File: src/rtl/pae_pkg.sv
// pae_pkg: shared types and constants for the positional array editor.
// Holds word structs, operation and status codes, controller/datapath interface.
// No dependencies.
package pae_pkg;

  localparam int ITEMS_DEF     = 1024;
  localparam int WORD_BITS_DEF = 32;
  localparam int POS_W         = 11;
  localparam int VAL_W         = 32;
  localparam int CNT_OUT_W     = 11;

  localparam logic [1:0] OP_INSERT = 2'd0;
  localparam logic [1:0] OP_DELETE = 2'd1;
  localparam logic [1:0] OP_SWAP   = 2'd2;
  localparam logic [1:0] OP_READ   = 2'd3;

  localparam logic [1:0] ST_OK    = 2'd0;
  localparam logic [1:0] ST_FULL  = 2'd1;
  localparam logic [1:0] ST_EMPTY = 2'd2;
  localparam logic [1:0] ST_BAD   = 2'd3;

  typedef struct packed {
    logic [1:0]              operation;
    logic [POS_W-1:0]        position;
    logic signed [VAL_W-1:0] value;
    logic [POS_W-1:0]        first_start;
    logic [POS_W-1:0]        first_end;
    logic [POS_W-1:0]        second_start;
    logic [POS_W-1:0]        second_end;
  } in_word_t;

  typedef struct packed {
    logic signed [VAL_W-1:0] read_value;
    logic [CNT_OUT_W-1:0]    item_count;
    logic [1:0]              status;
  } out_word_t;

  typedef struct packed {
    logic latch;
    logic decide;
    logic move;
    logic fill;
    logic copy;
    logic put;
    logic resp;
  } dp_cmd_t;

  typedef struct packed {
    logic [1:0] op;
    logic       err;
    logic       need_move;
    logic       last;
  } dp_stat_t;

endpackage

File: src/rtl/pae_ctrl.sv
// pae_ctrl: sequencing state machine of the positional array editor.
// Depends on pae_pkg (dp_cmd_t, dp_stat_t, operation codes).
module pae_ctrl (
  input  logic              clk,
  input  logic              rst_n,
  input  logic              start,
  output logic              busy,
  input  pae_pkg::dp_stat_t stat,
  output pae_pkg::dp_cmd_t  cmd
);
  import pae_pkg::*;

  typedef enum logic [7:0] {
    S_IDLE   = 8'b0000_0001,
    S_DECIDE = 8'b0000_0010,
    S_MOVE   = 8'b0000_0100,
    S_FLUSH  = 8'b0000_1000,
    S_PUT    = 8'b0001_0000,
    S_FILL   = 8'b0010_0000,
    S_COPY   = 8'b0100_0000,
    S_RESP   = 8'b1000_0000
  } state_t;

  state_t state_r, state_nxt;

  always_comb begin
    state_nxt = state_r;
    cmd       = '0;
    case (state_r)
      S_IDLE: begin
        cmd.latch = start;
        if (start) begin
          state_nxt = S_DECIDE;
        end
      end
      S_DECIDE: begin
        cmd.decide = 1'b1;
        if (stat.err) begin
          state_nxt = S_RESP;
        end else begin
          case (stat.op)
            OP_INSERT: state_nxt = stat.need_move ? S_MOVE : S_PUT;
            OP_DELETE: state_nxt = stat.need_move ? S_MOVE : S_RESP;
            OP_SWAP:   state_nxt = S_FILL;
            default:   state_nxt = S_RESP;
          endcase
        end
      end
      S_MOVE: begin
        cmd.move = 1'b1;
        if (stat.last) begin
          state_nxt = (stat.op == OP_INSERT) ? S_FLUSH : S_RESP;
        end
      end
      S_FLUSH: begin
        state_nxt = S_PUT;
      end
      S_PUT: begin
        cmd.put   = 1'b1;
        state_nxt = S_RESP;
      end
      S_FILL: begin
        cmd.fill = 1'b1;
        if (stat.last) begin
          state_nxt = S_COPY;
        end
      end
      S_COPY: begin
        cmd.copy = 1'b1;
        if (stat.last) begin
          state_nxt = S_RESP;
        end
      end
      S_RESP: begin
        cmd.resp  = 1'b1;
        state_nxt = S_IDLE;
      end
      default: begin
        state_nxt = S_IDLE;
      end
    endcase
  end

  always_ff @(posedge clk) begin
    if (!rst_n) begin
      state_r <= S_IDLE;
    end else begin
      state_r <= state_nxt;
    end
  end

  assign busy = (state_r != S_IDLE);

endmodule

File: config.mk
export PLATFORM = sky130hd
export DESIGN_NAME = pae_ctrl
export DESIGN_NICKNAME = d
export VERILOG_FILES = /design/src/rtl/pae_pkg.sv /design/src/rtl/pae_ctrl.sv
export SDC_FILE = /design/constraint.sdc
export NUM_CORES = 1
export LEC_CHECK = 0
export ABC_AREA = 1
export BUFFER_PORTS_ARGS = -buffer_cell sky130_fd_sc_hd__buf_2
export CORE_AREA = 3 3 40 42
export CTS_CLUSTER_DIAMETER = 40
export CTS_CLUSTER_SIZE = 28
export DETAILED_ROUTE_END_ITERATION = 8
export DIE_AREA = 0 0 43 45
export GPL_TIMING_DRIVEN = 0
export PLACE_DENSITY_LB_ADDON = 0.3
export SYNTH_ARGS = -nofsm -noshare
export SYNTH_HDL_FRONTEND = slang
export SYNTH_SLANG_ARGS = --single-unit
File: constraint.sdc
create_clock -name clk -period 1.4 [get_ports clk]
set_clock_uncertainty 0.2 [all_clocks]
set_input_delay 0.14 -clock clk [delete_from_list [all_inputs] [get_ports clk]]
set_output_delay 0.14 -clock clk [all_outputs]
set_load 0.01 [all_outputs]
==> metrics.cfg <==
[grt]
grt-ovfl-total = 0
grt_pass1_wl_mm = 2.26
grt_pass1_vias = 588
grt_max_degree = 7
grt_use_total_pct = 15.5
antenna_found_initial = 0

[power_and_ir_drop]
p_leak_nw = 0.464
switchingPower_mw = 0.526
cell_internal_pwr_mw = 0.713
p_sw_share_pct = 42.4
p_seq_share_pct = 26.0
max-vdd-ir-drop_v = 0.000678
pwr-share-comb_pct = 60.8
power_density_nw_per_um2 = 1400
p_clk_share_pct = 13.2
design_power_total_mw = 1.24

[sta]
final-setup-viol-count = 11
finalCriticalPeriod_ns = 1.55
relSlewSlack_pct = 85.4
rsz0062_at_grt = yes
worst_pin_slew_ns = 0.218
layout_setup_ws_ns = -0.154
period_share_pct = 111
clock.fmax_mhz = 643
whs_ns = 0.0144
tns_ns = -0.984
hold_violations = 0
finalMaxSlewViolations = 0

[job]
drv_cap = 0

[status]
failed_checks = setup timing
outcome = finished with violations

[routing]
ant_nets = 0
drc_errors = 0
wire_per_inst_um = 10.5
dr.pass1.iters = 4
vias = 683
wirelength_mm = 1.48
via_per_inst = 4.88
drtIter0Drc = 6

[cells_and_area]
insertedDiodeCount = 0
seqCellArea_um2 = 170
multi_input_area_um2 = 397
fin_cells = 140
area_delta_synth_final_pct = 48.3
fin_nets = 135
top_regs = state_r: 8 flops
top_register = state_r
largest_reg_flops = 8
utilization_pct = 68.7
fillers = 104
fin_area_um2 = 883
drive_gt1_share_pct = 53.6
mostFrequentLayoutCells = nand2_1, buf_2, inv_2, inv_1, nor2_1

[placement]
hpwl_um = 995
gp_routability_congestion = 0.806
post-place-cells = 125
port-buffer-count = 15
dpl_cell_area_um2 = 689
dp_worst_setup_slack_ns = 0.00149

[synthesis]
synth_top_area_cell = dfxtp_1
synth_top_area_share_pct = 26.9
syn_nets = 103
synth.area.top_cells = dfxtp_1, nand2_1, inv_1, nor2_1, nor2_4
synth.yosys.warnings = 0
seq_area_frac_synth_pct = 26.9
netlist_instances = 95
ys_ff_latch = 8
yosys.cell_types.count = 17
avgSynthCellArea_um2 = 6.27
syn-cell-area_um2 = 596

[setup_path]
cpLargestDelayFamily = buffers and inverters
worstSetupPathType = reg -> out
max_stage_delay_ns = 0.33
critical_path_peak_fanout = 5
cp.arrival_ns = 1.21
start_kind = flip-flop
slowest_stage = dfxtp_2
cp-end-kind = output port
crit_required_ns = 1.06
cp_cell_sequence = inv_2, nand2_4, nor2_4, buf_4, nand2_2, inv_1, buf_2
crit_buf_inv = 4

[clock_tree]
htreeDepth = 1
cts_tree = built
cts_buffer_depth = 2
root_buffer = clkbuf_4
clkLatencyLatePin_ns = 0.24
clkTransAtPathRegs_ns = 0.05
clkSinkCount = 8
cts_buffers = 3

[floorplanning]
start_util_pct = 46.3
chipWidth_um = 43
row_count = 13
core_um2 = 1280
chipHeight_um = 45
die_area_um2 = 1940
ioPinCount = 16

[worst_hold_path]
min_path_type = in -> reg

power by group through the flow:
| stage | clock network (mW) | registers (mW) | logic, mW |
|---|---|---|---|
| after floorplan | 0 | 0.306 | 0.434 |
| after detailed placement | 0 | 0.314 | 0.547 |
| final | 0.164 | 0.322 | 0.753 |
| after CTS | 0.171 | 0.318 | 0.665 |
| after global placement | 0 | 0.312 | 0.544 |
| after global routing | 0.188 | 0.328 | 0.824 |
layout make-up:
class | count | area share, %
Tap cell | 15 | 2.12
Inverter | 22 | 9.35
Multi-Input combinational cell | 65 | 44.9
Timing Repair Buffer | 27 | 21.8
Clock buffer | 3 | 2.55
Sequential cell | 8 | 19.3
layer usage:
layer	global-route usage, %	vias to the layer above	wire, µm
met5	0	-	0
met4	9.04	0	51
met3	2.39	6	104
met2	26.3	24	701
met1	18.6	294	619
li1	-	359	-
final timing paths:
path	from	depth (start not counted)	end	slack, ns
worst min-delay path	stat[1]	4	state_r[4]	0.01
worst max register to register	state_r[2]	10	state_r[0]	-0.06
worst max-delay path	state_r[2]	7	cmd[3]	-0.15
worst min register to register	state_r[6]	2	state_r[6]	0.34
repair_timing:
action,4_1_cts,5_1_grt
pin swaps,7,7
gates resized for setup,11,13
hold endpoints to repair,6,0
hold buffers,3,0
setup endpoints to repair,11,15
buffers inserted,5,4
gates cloned,0,0
synthesized netlist by cell type:
| cell | n |
|---|---|
| nand2_4 | 2 |
| o21ai_1 | 1 |
| dfxtp_1 | 8 |
| inv_2 | 10 |
| nor2_2 | 3 |
| nand2_1 | 16 |
| nor3_1 | 4 |
| nand4_1 | 3 |
| inv_1 | 12 |
| nor2_4 | 4 |
| o21ai_0 | 1 |
| nand2_2 | 5 |
| nor2_1 | 12 |
| nor4_1 | 1 |
| a21oi_1 | 3 |
| nand3_2 | 2 |
| nand3_1 | 8 |
cells by family after synthesis:
group,Yosys count,share of synthesized area (%)
AOI/OAI and AO/OA,5,4.20
buffers and inverters,22,13.9
DFF,8,26.9
and+or+nand+nor,60,55.0
worst reg2reg max path: stages, from the launching register on:
cell	delay, ns
dfxtp_2	0.33
inv_2	0.07
nand2_4	0.07
nor2_4	0.14
buf_4	0.14
nand2_2	0.05
buf_4	0.14
nand2_1	0.05
nor2_1	0.04
nand3_1	0.06
nand3_1	0.06
Note: power is estimated with default switching activity, not from simulation.
